$ cat src/rtl/core/hrgb_pkg.sv
// Shared constants for the hue to RGB color wheel.
package hrgb_pkg;

    // Configuration register indexes.
    localparam logic CFG_PALETTE_SELECT = 1'b0;
    localparam logic CFG_COLOR_SPEED    = 1'b1;

    // Palette codes.
    localparam logic PAL_SPECTRUM = 1'b0;
    localparam logic PAL_RAINBOW  = 1'b1;

    // Reset value of the speed register, 1.0 in signed Q8.8.
    localparam logic signed [15:0] COLOR_SPEED_RESET = 16'sd256;

    // Sector (spectrum) or section (rainbow) numbers.
    localparam logic [2:0] SECT_0 = 3'd0;
    localparam logic [2:0] SECT_1 = 3'd1;
    localparam logic [2:0] SECT_2 = 3'd2;
    localparam logic [2:0] SECT_3 = 3'd3;
    localparam logic [2:0] SECT_4 = 3'd4;
    localparam logic [2:0] SECT_5 = 3'd5;
    localparam logic [2:0] SECT_6 = 3'd6;
    localparam logic [2:0] SECT_7 = 3'd7;

    // Field widths of the stream payloads.
    localparam int TIME_W  = 32;
    localparam int PHASE_W = 16;
    localparam int LEVEL_W = 16;

    typedef logic [LEVEL_W-1:0] t_level;

endpackage

$ cat src/rtl/core/hue_to_rgb_color_wheel_unit.sv
// Hue to RGB color wheel: time and phase in, one Q8.8 RGB triple out per request.
//
// Each input request carries a time value (unsigned Q16.16) and a phase offset
// (Q0.16). The hue is the wrapped fraction of time * color_speed + phase, and it
// is mapped to RGB either by a six-sector spectrum wheel or by an eight-section
// rainbow palette. The datapath is three register stages: the speed multiplier,
// the hue sum with sector split, and the channel ramps into the output register.
// A request is accepted every clock while the output side keeps taking results,
// and its result passes the stage 1, stage 2 and output registers before it is
// offered on m_axis_tvalid; a stall on the output fills the three stages and then
// holds the input off.
// Configuration is written through i_cfg_we / i_cfg_index / i_cfg_wdata, by the
// user only while the block holds no request; the block does not enforce this.
module hue_to_rgb_color_wheel_unit #(
    parameter int HUE_FRACTION_BITS = 16
) (
    input  logic        i_clk,
    input  logic        i_rst_n,

    input  logic        i_cfg_we,
    input  logic        i_cfg_index,
    input  logic [15:0] i_cfg_wdata,

    input  logic        s_axis_tvalid,
    output logic        s_axis_tready,
    // [31:0] time_value, [47:32] phase_offset
    input  logic [47:0] s_axis_tdata,

    output logic        m_axis_tvalid,
    input  logic        m_axis_tready,
    // [15:0] red_level, [31:16] green_level, [47:32] blue_level
    output logic [47:0] m_axis_tdata
);

    localparam int HFB = HUE_FRACTION_BITS;
    localparam int LW  = HFB + 8;
    localparam int PROD_FRAC_BITS = 24;

    localparam logic [LW-1:0] LVL_255 = {8'd255, {HFB{1'b0}}};
    localparam logic [LW-1:0] LVL_171 = {8'd171, {HFB{1'b0}}};
    localparam logic [LW-1:0] LVL_170 = {8'd170, {HFB{1'b0}}};
    localparam logic [LW-1:0] LVL_85  = {8'd85,  {HFB{1'b0}}};

    // Configuration registers.
    logic                r_palette;
    logic signed [15:0]  r_color_speed;

    // Stage valids and handshake.
    logic r_v1;
    logic r_v2;
    logic r_out_valid;
    logic w_adv1;
    logic w_adv2;
    logic w_adv3;

    // Stage 1: scaled product and aligned phase.
    logic [hrgb_pkg::TIME_W-1:0]  w_time;
    logic [hrgb_pkg::PHASE_W-1:0] w_phase_in;
    logic signed [48:0]           w_prod;
    logic [HFB-1:0]               w_phase_al;
    logic [HFB-1:0]               r_scaled;
    logic [HFB-1:0]               r_phase;

    // Stage 2: sector and fraction.
    logic [HFB-1:0]   w_hue;
    logic [HFB+2:0]   w_h6;
    logic [2:0]       r_sector;
    logic [HFB-1:0]   r_frac;

    // Stage 3: channel ramps.
    logic [LW-1:0]    w_f;
    logic [LW-1:0]    w_up;
    logic [LW-1:0]    w_dn;
    logic [LW-1:0]    w_t;
    logic [LW-1:0]    w_w;
    logic [LW-1:0]    w_r;
    logic [LW-1:0]    w_g;
    logic [LW-1:0]    w_b;
    hrgb_pkg::t_level r_red;
    hrgb_pkg::t_level r_green;
    hrgb_pkg::t_level r_blue;

    always_ff @(posedge i_clk) begin
        if (!i_rst_n) begin
            r_palette     <= hrgb_pkg::PAL_SPECTRUM;
            r_color_speed <= hrgb_pkg::COLOR_SPEED_RESET;
        end else if (i_cfg_we) begin
            case (i_cfg_index)
                hrgb_pkg::CFG_PALETTE_SELECT: r_palette     <= i_cfg_wdata[0];
                hrgb_pkg::CFG_COLOR_SPEED:    r_color_speed <= $signed(i_cfg_wdata);
                default: ;
            endcase
        end
    end

    // A stage moves when it is empty or the stage after it moves.
    assign w_adv3        = !r_out_valid || m_axis_tready;
    assign w_adv2        = !r_v2 || w_adv3;
    assign w_adv1        = !r_v1 || w_adv2;
    assign s_axis_tready = w_adv1;

    always_ff @(posedge i_clk) begin
        if (!i_rst_n) begin
            r_v1        <= 1'b0;
            r_v2        <= 1'b0;
            r_out_valid <= 1'b0;
        end else begin
            if (w_adv1) begin
                r_v1 <= s_axis_tvalid;
            end
            if (w_adv2) begin
                r_v2 <= r_v1;
            end
            if (w_adv3) begin
                r_out_valid <= r_v2;
            end
        end
    end

    assign w_time     = s_axis_tdata[31:0];
    assign w_phase_in = s_axis_tdata[47:32];
    assign w_prod     = r_color_speed * $signed({1'b0, w_time});

    generate
        if (HFB >= 16) begin : g_phase_wide
            assign w_phase_al = {w_phase_in, {(HFB-16){1'b0}}};
        end else begin : g_phase_narrow
            assign w_phase_al = w_phase_in[15 -: HFB];
        end
    endgenerate

    always_ff @(posedge i_clk) begin
        if (w_adv1 && s_axis_tvalid) begin
            // Floor to the hue format and drop the integer turns.
            r_scaled <= w_prod[PROD_FRAC_BITS-HFB +: HFB];
            r_phase  <= w_phase_al;
        end
    end

    assign w_hue = r_scaled + r_phase;
    assign w_h6  = ({3'b000, w_hue} << 2) + ({3'b000, w_hue} << 1);

    always_ff @(posedge i_clk) begin
        if (w_adv2 && r_v1) begin
            if (r_palette == hrgb_pkg::PAL_RAINBOW) begin
                r_sector <= w_hue[HFB-1 -: 3];
                r_frac   <= {w_hue[HFB-4:0], 3'b000};
            end else begin
                r_sector <= w_h6[HFB +: 3];
                r_frac   <= w_h6[HFB-1:0];
            end
        end
    end

    assign w_f  = LW'(r_frac);
    assign w_up = (w_f << 8) - w_f;
    assign w_dn = LVL_255 - w_up;
    assign w_t  = (w_f << 6) + (w_f << 4) + (w_f << 2) + w_f;
    assign w_w  = w_t << 1;

    always_comb begin
        w_r = '0;
        w_g = '0;
        w_b = '0;
        if (r_palette == hrgb_pkg::PAL_RAINBOW) begin
            case (r_sector)
                hrgb_pkg::SECT_0: begin w_r = LVL_255 - w_t; w_g = w_t; end
                hrgb_pkg::SECT_1: begin w_r = LVL_171; w_g = LVL_85 + w_t; end
                hrgb_pkg::SECT_2: begin w_r = LVL_171 - w_w; w_g = LVL_170 + w_t; end
                hrgb_pkg::SECT_3: begin w_g = LVL_255 - w_t; w_b = w_t; end
                hrgb_pkg::SECT_4: begin w_g = LVL_171 - w_w; w_b = LVL_85 + w_w; end
                hrgb_pkg::SECT_5: begin w_r = w_t; w_b = LVL_255 - w_t; end
                hrgb_pkg::SECT_6: begin w_r = LVL_85 + w_t; w_b = LVL_171 - w_t; end
                default: begin w_r = LVL_170 + w_t; w_b = LVL_85 - w_t; end
            endcase
        end else begin
            case (r_sector)
                hrgb_pkg::SECT_0: begin w_r = LVL_255; w_g = w_up; end
                hrgb_pkg::SECT_1: begin w_r = w_dn; w_g = LVL_255; end
                hrgb_pkg::SECT_2: begin w_g = LVL_255; w_b = w_up; end
                hrgb_pkg::SECT_3: begin w_g = w_dn; w_b = LVL_255; end
                hrgb_pkg::SECT_4: begin w_r = w_up; w_b = LVL_255; end
                default: begin w_r = LVL_255; w_b = w_dn; end
            endcase
        end
    end

    always_ff @(posedge i_clk) begin
        if (w_adv3 && r_v2) begin
            r_red   <= w_r[LW-1 -: 16];
            r_green <= w_g[LW-1 -: 16];
            r_blue  <= w_b[LW-1 -: 16];
        end
    end

    assign m_axis_tvalid = r_out_valid;
    assign m_axis_tdata  = {r_blue, r_green, r_red};

`ifndef SYNTHESIS
    // Input is held off only when every stage holds a request.
    a_full_when_stalled: assert property (@(posedge i_clk) disable iff (!i_rst_n)
        !s_axis_tready |-> (r_v1 && r_v2 && r_out_valid))
        else $error("input held off with an empty pipeline stage");

    // A request in the middle stage is kept while the output is blocked.
    a_mid_held: assert property (@(posedge i_clk) disable iff (!i_rst_n)
        (r_v2 && r_out_valid && !m_axis_tready) |=> r_v2)
        else $error("middle stage dropped a request during a stall");

    // Every channel stays within 0 to 255.0.
    a_level_range: assert property (@(posedge i_clk) disable iff (!i_rst_n)
        r_out_valid |-> (r_red <= 16'hFF00 && r_green <= 16'hFF00 && r_blue <= 16'hFF00))
        else $error("color level above 255.0");
`endif

endmodule
$ cat config.mk
export PLATFORM = sky130hd
export DESIGN_NAME = hue_to_rgb_color_wheel_unit
export DESIGN_NICKNAME = d
export VERILOG_FILES = /design/src/rtl/core/hrgb_pkg.sv /design/src/rtl/core/hue_to_rgb_color_wheel_unit.sv
export SDC_FILE = /design/constraint.sdc
export NUM_CORES = 1
export LEC_CHECK = 0
export BUFFER_PORTS_ARGS = -buffer_cell sky130_fd_sc_hd__buf_2
export CORE_MARGIN = 2
export CORE_UTILIZATION = 55
export DETAILED_ROUTE_END_ITERATION = 10
export PLACE_DENSITY = 0.79
export SLEW_MARGIN = 20
export SYNTH_ARGS = -nofsm -noshare
export SYNTH_HDL_FRONTEND = slang
export SYNTH_SLANG_ARGS = --single-unit
$ cat constraint.sdc
create_clock -name i_clk -period 9.1 [get_ports i_clk]
set_clock_uncertainty 0.2 [all_clocks]
set_input_delay 0.455 -clock i_clk [delete_from_list [all_inputs] [get_ports i_clk]]
set_output_delay 0.455 -clock i_clk [all_outputs]
set_load 0.02 [all_outputs]
==> run_results.csv, run 1 <==
group,metric,value,unit
critical_path,path_class,"flop to flop",
sta,hold_viol,0,
sta,setup_viol,0,
routing,routed_wl,58100,microns
routing,vias,17800,
final_layout,nets,2826,
die,placementRows,69,
critical_path,startpoint,"r_frac[8]",
routing,ant_nets,0,
die,core_area,35400,sq um
synth,yosysUniqueCellTypes,85,
grt,antenna_found_initial,1,
synth,synthCells,2357,
grt,grt_pass1_vias,18000,
final_layout,multiInputGateArea,14600,sq um
min_path,worstHoldPathCells,3,
critical_path,slowest_stage,"a211oi_1",
clock_network,clkLatencyLatePin,0.46,ns
synth,yosys_most_used_dff,"edfxtp_1",
critical_path,cp-end-kind,"flop",
routing,dr.first_iter.drc_count,1761,
clock_network,clock-sinks,118,
critical_path,critPathMaxStageDelay,0.71,ns
min_path,hp-class,"input port to flop",
routing,wire_per_inst,20.3,microns
die,die_h,193,microns
placement,hpwl,43700,microns
synth,synth_async_sr_flop_share,0,
critical_path,critPathRequiredTime,9.10,ns
synth,synth_area_leaders,"fa_1, edfxtp_1, ha_1",
final_layout,fill_cells,3056,
sta,period_needed,7.19,ns
routing,via_per_inst,6.19,
synth,syn_area_per_cell,8.35,sq um
critical_path,path_cells,"clkinv_1 -> fa_1 -> fa_1 -> inv_1 -> ha_1 -> and3_1 -> nand3_1 -> a211oi_1 -> o2111ai_1 -> nand3b_1 -> a21o_1 -> inv_1 -> ha_1 -> mux2i_1 -> o21ai_0 -> a21oi_1 -> o31a_1 -> o21ai_0 -> o32a_1",
clock_network,root_buffer,"clkbuf_16",
synth,netlist.top_cell.by_area,"fa_1",
synth,synth_top_area_share,0.216,
critical_path,arrival,7.19,ns
clock_network,cts_buffers,17,
critical_path,cpLargestDelayFamily,"compound AO/OA/AOI/OAI gates",
sta,worstMarginPinSlew,1.17,ns
job,cap_violations,0,
grt,gr-total-overflow,0,
sta,tns,0,ns
sta,slew_violations,0,
routing,firstDrtPassIters,6,
final_layout,regArea,3340,sq um
clock_network,cts.path.max_buffers,2,
synth,syn_nets,2790,
synth,synth_edf_count,98,
placement,portBuffers,111,
grt,grt_pass1_wl,93200,microns
synth,synth-seq-cells,118,
sta,period_share,0.790,
grt,grtUsageTotal,0.322,
critical_path,reg2reg_depth,19,
die,pin_count,120,
clock_network,path_clk_slew,0.06,ns
critical_path,worstSetupStartpointType,"flop",
die,initial_utilization,0.556,
critical_path,cp.depth,19,
sta,max_freq,139,MHz
sta,max_slew_margin,0.219,
critical_path,cp_num_buf_inv,3,
final_layout,layout-drive-gt1-share,0.0761,
status,outcome,"completed",
grt,grt_max_degree,76,
synth,netlist_area,19700,sq um
final_layout,syn_to_final_growth,7.57,%
synth,yosys_warnings,0,
placement,gp_congestion,0.966,
die,dieWidth,193,microns
clock_network,cts_tree,"yes",
clock_network,htreeDepth,4,
critical_path,r2r-start,"r_frac[8]",
die,dieArea,37300,sq um
clock_network,cts_setup_buffers,0,
critical_path,cp_max_fo,11,
synth,ys_seq_area_frac,0.170,
min_path,worstHoldStart,"i_cfg_wdata[8]",
routing,drc,0,
sta,rsz0062_at_grt,"false",
-- state kept, by name, indices dropped and copies added, names as in the netlist, 3 cells and up --
signal / count
r_blue: 16
r_color_speed: 16
r_frac: 15
r_green: 16
r_phase: 16
r_red: 16
r_scaled: 16
r_sector: 3
-- logic make-up after synthesis --
kind of cell             count (synthesis)  synth area share
buffers and inverters                  461            0.0883
multiplexers                            13           0.00674
flip-flops                             118             0.170
AND/OR/NAND/NOR                        747             0.186
AO/OA/AOI/OAI                          512             0.174
XOR/XNOR                               143            0.0636
adder cells (fa/ha/maj)                363             0.312
-- area by class of cell --
| class | count | area share |
|---|---|---|
| multi-input cells | 1778 | 0.691 |
| flip-flops and latches | 118 | 0.158 |
| inverters | 341 | 0.0604 |
| repair buffers | 137 | 0.0370 |
| well taps | 461 | 0.0272 |
| clock buffers | 17 | 0.0201 |
| clock inverters | 15 | 0.00626 |
| diodes | 1 | 0.000118 |
-- what timing repair did --
| item | CTS | global route |
|---|---|---|
| endpoints found under the setup margin | 0 | 0 |
| hold buffers | 12 | 1 |
| resized for setup | 0 | 0 |
| hold endpoints to repair | 12 | 1 |
-- metal layers --
layer | part of all wire | global-route usage | wire, microns
met4 | 0.051 | 0.166 | 2960
met2 | 0.49 | 0.561 | 28600
met5 | 0 | 0 | 0
met1 | 0.37 | 0.387 | 21700
met3 | 0.083 | 0.0490 | 4830
-- synth_stat cells, types with 7 or more instances --
cell and instances:
inv_1 335, nand2_1 275, fa_1 212, ha_1 151
and2_1 135, a21oi_1 122, nor2_1 114, xnor2_1 114
clkbuf_1 111, edfxtp_1 98, o21ai_0 85, nor3_1 55
nand3_1 38, a21o_1 30, xor2_1 29, a31oi_1 27
o22ai_1 24, a211oi_1 23, or3_1 22, nor2b_1 21
dfxtp_1 20, o211ai_1 20, and3_1 19, a21boi_0 18
a221oi_1 14, a22oi_1 14, nand2b_1 14, o31ai_1 14
nand4_1 12, mux2i_1 11, o221ai_1 10, a22o_1 9
nor4_1 9, o21ai_1 9, o21bai_1 9, buf_1 8
o2111ai_1 8, o21a_1 7
-- tightest hold or removal path: stages --
cell and delay [ns]:
buf_2 0.07, nand2_1 0.04, nand3_1 0.06
-- cell usage in the layout, fill, tap and decap left out, types with 10 or more instances in the layout --
master and instances:
a21o_1 30, xor2_1 29, a211oi_1 23, nand3_1 38, a221oi_1 14, nand2b_1 14, o31ai_1 14, a21oi_1 122
fa_1 212, nand4_1 12, o22ai_1 24, or3_1 22, o21ai_0 85, buf_2 111, ha_1 151, and2_1 135
dfxtp_1 19, buf_4 13, o221ai_1 10, nor2_1 114, a22oi_1 14, o211ai_1 20, dlygate4sd3_1 13, edfxtp_1 98
clkbuf_16 17, nor3_1 55, inv_1 335, a21boi_0 17, xnor2_1 114, a31oi_1 26, nand2_1 275, mux2i_1 11
and3_1 19, nor2b_1 20
-- path summary, 6_finish.rpt --
| path | to | slack, ns |
|---|---|---|
| setup / recovery | r_blue[14] | 1.91 |
| hold / removal | r_color_speed[8] | 0.01 |
| setup reg to reg | r_blue[14] | 1.91 |
| hold reg to reg | r_color_speed[15] | 0.39 |
-- per-stage QoR --
stage                     cells  setup slack, ns  hold slack (ns)   util  area, sq um
after floorplan            2357             2.75            0.256      -        19700
after global placement     2822             2.23            0.351  0.579        20500
after detailed placement   2822             2.08            0.382  0.579        20500
after CTS                  2866             2.01         0.000722  0.598        21200
after global routing       2867             1.60           0.0150  0.598        21200
final                      2868             1.91           0.0120  0.598        21200
Power of run 1 is not shown: default switching activity piles up to over one toggle a cycle in this logic, so the estimate is an artifact.
==> inputs of run 2 (changes only) <==
Settings changed: ABC_AREA set to 1, PLACE_DENSITY 0.79 to 0.82.
Clock period 9.1 ns to 6.6 ns, I/O delays scaled along.
==> run 2 against run 1 <==
Synthesized cell count increased by 21%. Critical path depth grew 3. Cell area is 4.4% higher. Count of clock-buffer cells in the layout did not move. First-iteration DRC count decreased by 11%. Worst hold slack better by 0.0062 ns. Critical endpoint is now r_scaled[13]. Highest routed layer unchanged.
==> run_results.csv, run 2 <==
group,metric,value,unit
sta,rsz0062_at_grt,"false",
synth,syn_area_per_cell,7.08,sq um
critical_path,arrival,6.21,ns
synth,synth_top_area_share,0.210,
clock_network,cts.path.max_buffers,2,
final_layout,syn_to_final_growth,9.20,%
critical_path,slowest_stage,"fa_1",
grt,antenna_found_initial,0,
synth,yosys_warnings,0,
routing,via_per_inst,5.55,
min_path,worstHoldStart,"s_axis_tvalid",
clock_network,clkLatencyLatePin,0.46,ns
placement,gp_congestion,0.934,
grt,globalRouteMet1Util,0.363,
routing,dr.first_iter.drc_count,1564,
final_layout,layout_common_cells,"nand2_1, inv_1, fa_1, nand3_1, nor2_1",
critical_path,worstSetupStartpointType,"flop",
die,dieArea,38400,sq um
routing,routed_wl,57600,microns
placement,portBuffers,111,
critical_path,cp_num_buf_inv,4,
routing,firstDrtPassIters,6,
clock_network,cts_tree,"yes",
die,placementRows,70,
critical_path,r2r_slack,0.40,ns
routing,vias,19100,
critical_path,crit_path_frequent_cell,"fa_1",
critical_path,path_class,"flop to flop",
critical_path,reg2reg_to,"r_scaled[13]",
sta,tns,0,ns
synth,synthCells,2861,
sta,hold_viol,0,
sta,period_share,0.939,
final_layout,layout-drive-gt1-share,0.0920,
final_layout,nets,3389,
die,die_h,196,microns
synth,netlist_top_cells_count,"nand2_1, inv_1, fa_1",
clock_network,path_clk_slew,0.08,ns
critical_path,critPathMaxStageDelay,0.58,ns
sta,slew_violations,0,
clock_network,htreeDepth,4,
grt,grt_pass1_vias,19500,
routing,ant_nets,0,
sta,period_needed,6.20,ns
critical_path,critPathRequiredTime,6.62,ns
die,core_area,36400,sq um
synth,netlist_area,20300,sq um
sta,max_freq,161,MHz
synth,netlist.top_cell.by_area,"fa_1",
synth,yosysUniqueCellTypes,57,
sta,max_slew_margin,0.426,
clock_network,cts_buffers,17,
placement,hpwl,44900,microns
grt,use_met3,0.0493,
synth,synth_area_leaders,"fa_1, edfxtp_1, nand2_1",
sta,setup_viol,0,
clock_network,cts_setup_buffers,0,
grt,grt_pass1_wl,94300,microns
min_path,min_to,"r_v1",
critical_path,cp-end-kind,"flop",
synth,synth_async_sr_flop_share,0,
synth,ys_seq_area_frac,0.165,
critical_path,cpLargestDelayFamily,"adder cells",
synth,synth.most_common_cell,"nand2_1",
clock_network,clock-sinks,118,
synth,synth-seq-cells,118,
status,outcome,"completed",
synth,synth_edf_count,98,
grt,grt_max_degree,64,
die,dieWidth,196,microns
synth,syn_nets,3294,
critical_path,r2r-start,"r_color_speed[3]",
grt,grtUsageMet2,0.548,
critical_path,cp_max_fo,8,
critical_path,path_cells,"buf_4 -> nand2_1 -> fa_1 -> fa_1 -> fa_1 -> fa_1 -> inv_1 -> fa_1 -> inv_1 -> fa_1 -> inv_1 -> ha_1 -> nand2_1 -> nor2_1 -> nand2_1 -> o21bai_1 -> nand2_1 -> nand2_1 -> a21boi_2 -> o21ai_0 -> a21oi_1 -> xor2_1",
grt,gr-max-usage-layer,"met2",
routing,wire_per_inst,16.8,microns
min_path,hp-class,"input port to flop",
clock_network,root_buffer,"clkbuf_16",
synth,yosys_most_used_dff,"edfxtp_1",
sta,worstMarginPinSlew,0.858,ns
grt,gr-total-overflow,0,
grt,grtUsageTotal,0.308,
job,cap_violations,0,
critical_path,reg2reg_depth,22,
die,initial_utilization,0.556,
min_path,worstHoldPathCells,3,
final_layout,final_common_cell,"nand2_1",
die,pin_count,120,
final_layout,antenna_cells,0,
routing,drc,0,
-- run 2: cells by family (layout without fill, tap and decap cells) --
logic type / Yosys count / after routing / synth area share
simple gates: 1212 / 1212 / 0.255
buf+inv: 740 / 848 / 0.139
fa+ha+maj: 363 / 363 / 0.303
compound gates: 337 / 337 / 0.0935
flops: 118 / 118 / 0.165
xor+xnor: 91 / 91 / 0.0444
-- run 2: worst register-to-register path, stage by stage (launching register included) --
cell and delay [ns]:
dfxtp_1 0.42, buf_4 0.19, nand2_1 0.08, fa_1 0.58, fa_1 0.45, fa_1 0.44
fa_1 0.55, inv_1 0.05, fa_1 0.48, inv_1 0.05, fa_1 0.52, inv_1 0.04
ha_1 0.39, nand2_1 0.08, nor2_1 0.13, nand2_1 0.07, o21bai_1 0.25, nand2_1 0.09
nand2_1 0.12, a21boi_2 0.09, o21ai_0 0.39, a21oi_1 0.15, xor2_1 0.17
-- run 2: metal layers --
metal	wire, microns	share of wire	up-vias
met5	0	0	-
met4	2700	0.047	0
met3	4560	0.079	203
met2	28500	0.49	942
met1	21900	0.38	8912
li1	-	-	9013
-- run 2: final cells by class --
type                       count  area, sq um
fill                        3241        14300
multi-input combinational   2003        14100
sequential                   118         3350
inverter                     644         2420
timing repair buffer         172         1090
tap                          468          586
clock buffer                  17          425
clock inverter                15          144
-- run 2: worst max path at each step --
| stage | start | endpoint | slack (ns) | cells after the start |
|---|---|---|---|---|
| after floorplan | s_axis_tdata[8] | r_scaled[13] | 0.50 | 23 |
| after global placement | s_axis_tdata[6] | r_scaled[15] | 0.20 | 24 |
| after detailed placement | s_axis_tdata[5] | r_scaled[15] | 0.09 | 24 |
| after CTS | r_color_speed[1] | r_scaled[15] | 0.20 | 21 |
| after global routing | r_color_speed[6] | r_scaled[13] | 0.003 | 23 |
| final | r_color_speed[3] | r_scaled[13] | 0.40 | 22 |
-- run 2: repair_timing --
item                                    CTS  global route
hold buffers                             32             0
endpoints found under the setup margin    0             3
resized for setup                         0             3
endpoints found under the hold margin    32             0
-- run 2: through the flow --
step                setup WS, ns  hold WS (ns)  cells   util  area (sq um)
finish                     0.405        0.0182   3437  0.607         22100
global route             0.00297        0.0362   3437  0.607         22100
detailed placement        0.0882         0.308   3373  0.583         21200
floorplan                  0.503         0.229   2861      -         20300
CTS                        0.196        0.0204   3437  0.607         22100
global placement           0.204         0.297   3373  0.583         21200
Power of run 2 is left out for the same reason.
==> inputs of run 3 (changes only) <==
Settings changed: ABC_AREA 1 to not set.
==> run 3 against run 2 <==
First-iteration DRC count grew 8.3%. Via count shrank 4.6%. Setup slack lost 0.072 ns. Core utilization grew 1.5 points. Worst hold slack lost 0.0068 ns. Cell area is 0.52% lower. Maximum frequency down 1.1%. Non-clock buffer count rose by 53. Largest cell class unchanged.
==> run_results.csv, run 3 (synthesized netlist as in run 1, its figures left out) <==
group,metric,value,unit
status,outcome,"completed",
placement,hpwl,45700,microns
critical_path,worstSetupStartpointType,"flop",
placement,post_dp_cell_area,21000,sq um
sta,tns,0,ns
critical_path,arrival,6.26,ns
routing,via_per_inst,6.16,
sta,slew_violations,0,
critical_path,path_class,"flop to flop",
critical_path,slowest_stage,"fa_1",
die,initial_utilization,0.556,
die,die_h,193,microns
critical_path,cpLargestDelayFamily,"adder cells",
min_path,hp-class,"input port to flop",
die,dieWidth,193,microns
sta,period_needed,6.27,ns
routing,ant_nets,0,
placement,gp_congestion,1.01,
clock_network,clock-sinks,118,
clock_network,clkLatencyLatePin,0.46,ns
job,cap_violations,0,
clock_network,cts.path.max_buffers,2,
sta,rsz0062_at_grt,"false",
sta,worstMarginPinSlew,1.24,ns
sta,setup_viol,0,
grt,grt_pass1_vias,18800,
routing,drc,0,
final_layout,final_util,0.622,
critical_path,critPathMaxStageDelay,0.55,ns
placement,portBuffers,111,
clock_network,root_buffer,"clkbuf_16",
sta,max_slew_margin,0.169,
critical_path,critPathRequiredTime,6.59,ns
die,pin_count,120,
sta,period_share,0.950,
grt,gr-total-overflow,0,
placement,post-place-cells,2891,
critical_path,path_cells,"buf_6 -> nand2_1 -> fa_1 -> inv_1 -> fa_1 -> fa_1 -> fa_1 -> fa_1 -> inv_1 -> fa_1 -> inv_1 -> ha_1 -> inv_1 -> o21bai_1 -> a21oi_1 -> inv_1 -> a221o_1 -> a41oi_2 -> a21oi_1 -> a21oi_1 -> xnor2_1",
clock_network,htreeDepth,4,
final_layout,fin_area,22000,sq um
routing,wire_per_inst,20.2,microns
routing,routed_wl,59700,microns
final_layout,layout-drive-gt1-share,0.106,
routing,vias,18200,
final_layout,layout_common_cells,"inv_1, nand2_1, fa_1, ha_1, and2_1",
die,dieArea,37300,sq um
grt,antenna_found_initial,0,
sta,max_freq,160,MHz
sta,hold_viol,0,
die,core_area,35400,sq um
grt,grt_max_degree,65,
routing,firstDrtPassIters,7,
final_layout,nets,2914,
final_layout,final_cells,2955,
final_layout,final_common_cell,"inv_1",
critical_path,cp-end-kind,"flop",
critical_path,cp_num_buf_inv,6,
routing,dr.first_iter.drc_count,1694,
critical_path,cp_max_fo,11,
clock_network,cts_tree,"yes",
clock_network,cts_buffers,17,
die,placementRows,69,
critical_path,crit_path_frequent_cell,"fa_1",
grt,grt_pass1_wl,96700,microns
grt,grtUsageTotal,0.333,
final_layout,antenna_cells,0,
final_layout,syn_to_final_growth,11.8,%
clock_network,path_clk_slew,0.07,ns
## run 3: cell types whose count changed in the layout (fill, tap and decap cells not counted), sizes merged, moves of 25 or more
cell / change
a21o: +25
a31oi: +26
and2: +135
buf: +53
inv: -302
nand2: -528
nand3: -133
nor2: -70
nor3: +42
o21ai: -48
xnor2: +81
xor2: -29
## run 3: repair_timing
action | in CTS | in global routing
buffers inserted | 0 | 0
hold buffers | 32 | 0
hold endpoints to repair | 32 | 0
gates resized for setup | 0 | 10
setup endpoints to repair | 0 | 4
## run 3: routing by layer
layer  track usage  vias up  part of all wire
met4         0.177        0             0.054
li1              -     8222                 -
met5             0        -                 0
met1         0.400     8686              0.37
met3        0.0595      257             0.085
met2         0.569     1026              0.49
## run 3: worst register-to-register path, cell delays in order (launching register included)
cell,delay (ns)
dfxtp_1,0.40
buf_6,0.19
nand2_1,0.09
fa_1,0.54
inv_1,0.05
fa_1,0.49
fa_1,0.54
fa_1,0.52
fa_1,0.55
inv_1,0.06
fa_1,0.52
inv_1,0.04
ha_1,0.33
inv_1,0.10
o21bai_1,0.08
a21oi_1,0.18
inv_1,0.06
a221o_1,0.41
a41oi_2,0.24
a21oi_1,0.12
a21oi_1,0.20
xnor2_1,0.09
## run 3: final timing paths
kind / endpoint / slack, ns / cells after the start / start
worst min register to register: r_color_speed[8] / 0.35 / 2 / r_color_speed[8]
worst min-delay path: r_v1 / 0.01 / 3 / s_axis_tvalid
worst max register to register: r_scaled[15] / 0.33 / 21 / r_color_speed[7]
worst max-delay path: r_scaled[15] / 0.33 / 21 / r_color_speed[7]
## run 3: final cells by class
class                   instances  area [sq um]
inverters                     341          1280
clock inverters                15           215
multi-input cells            1778         14700
fillers                      2962         13400
well taps                     461           577
repair buffers                225          1500
clock buffers                  17           425
flip-flops and latches        118          3350
## run 3: stage by stage
step,setup slack [ns],hold slack [ns]
global placement,0.234,0.313
CTS,0.132,0.00577
global route,0.00134,0.0240
finish,0.333,0.0113
floorplan,0.249,0.229
detailed placement,0.153,0.309
Power of run 3 is left out for the same reason.
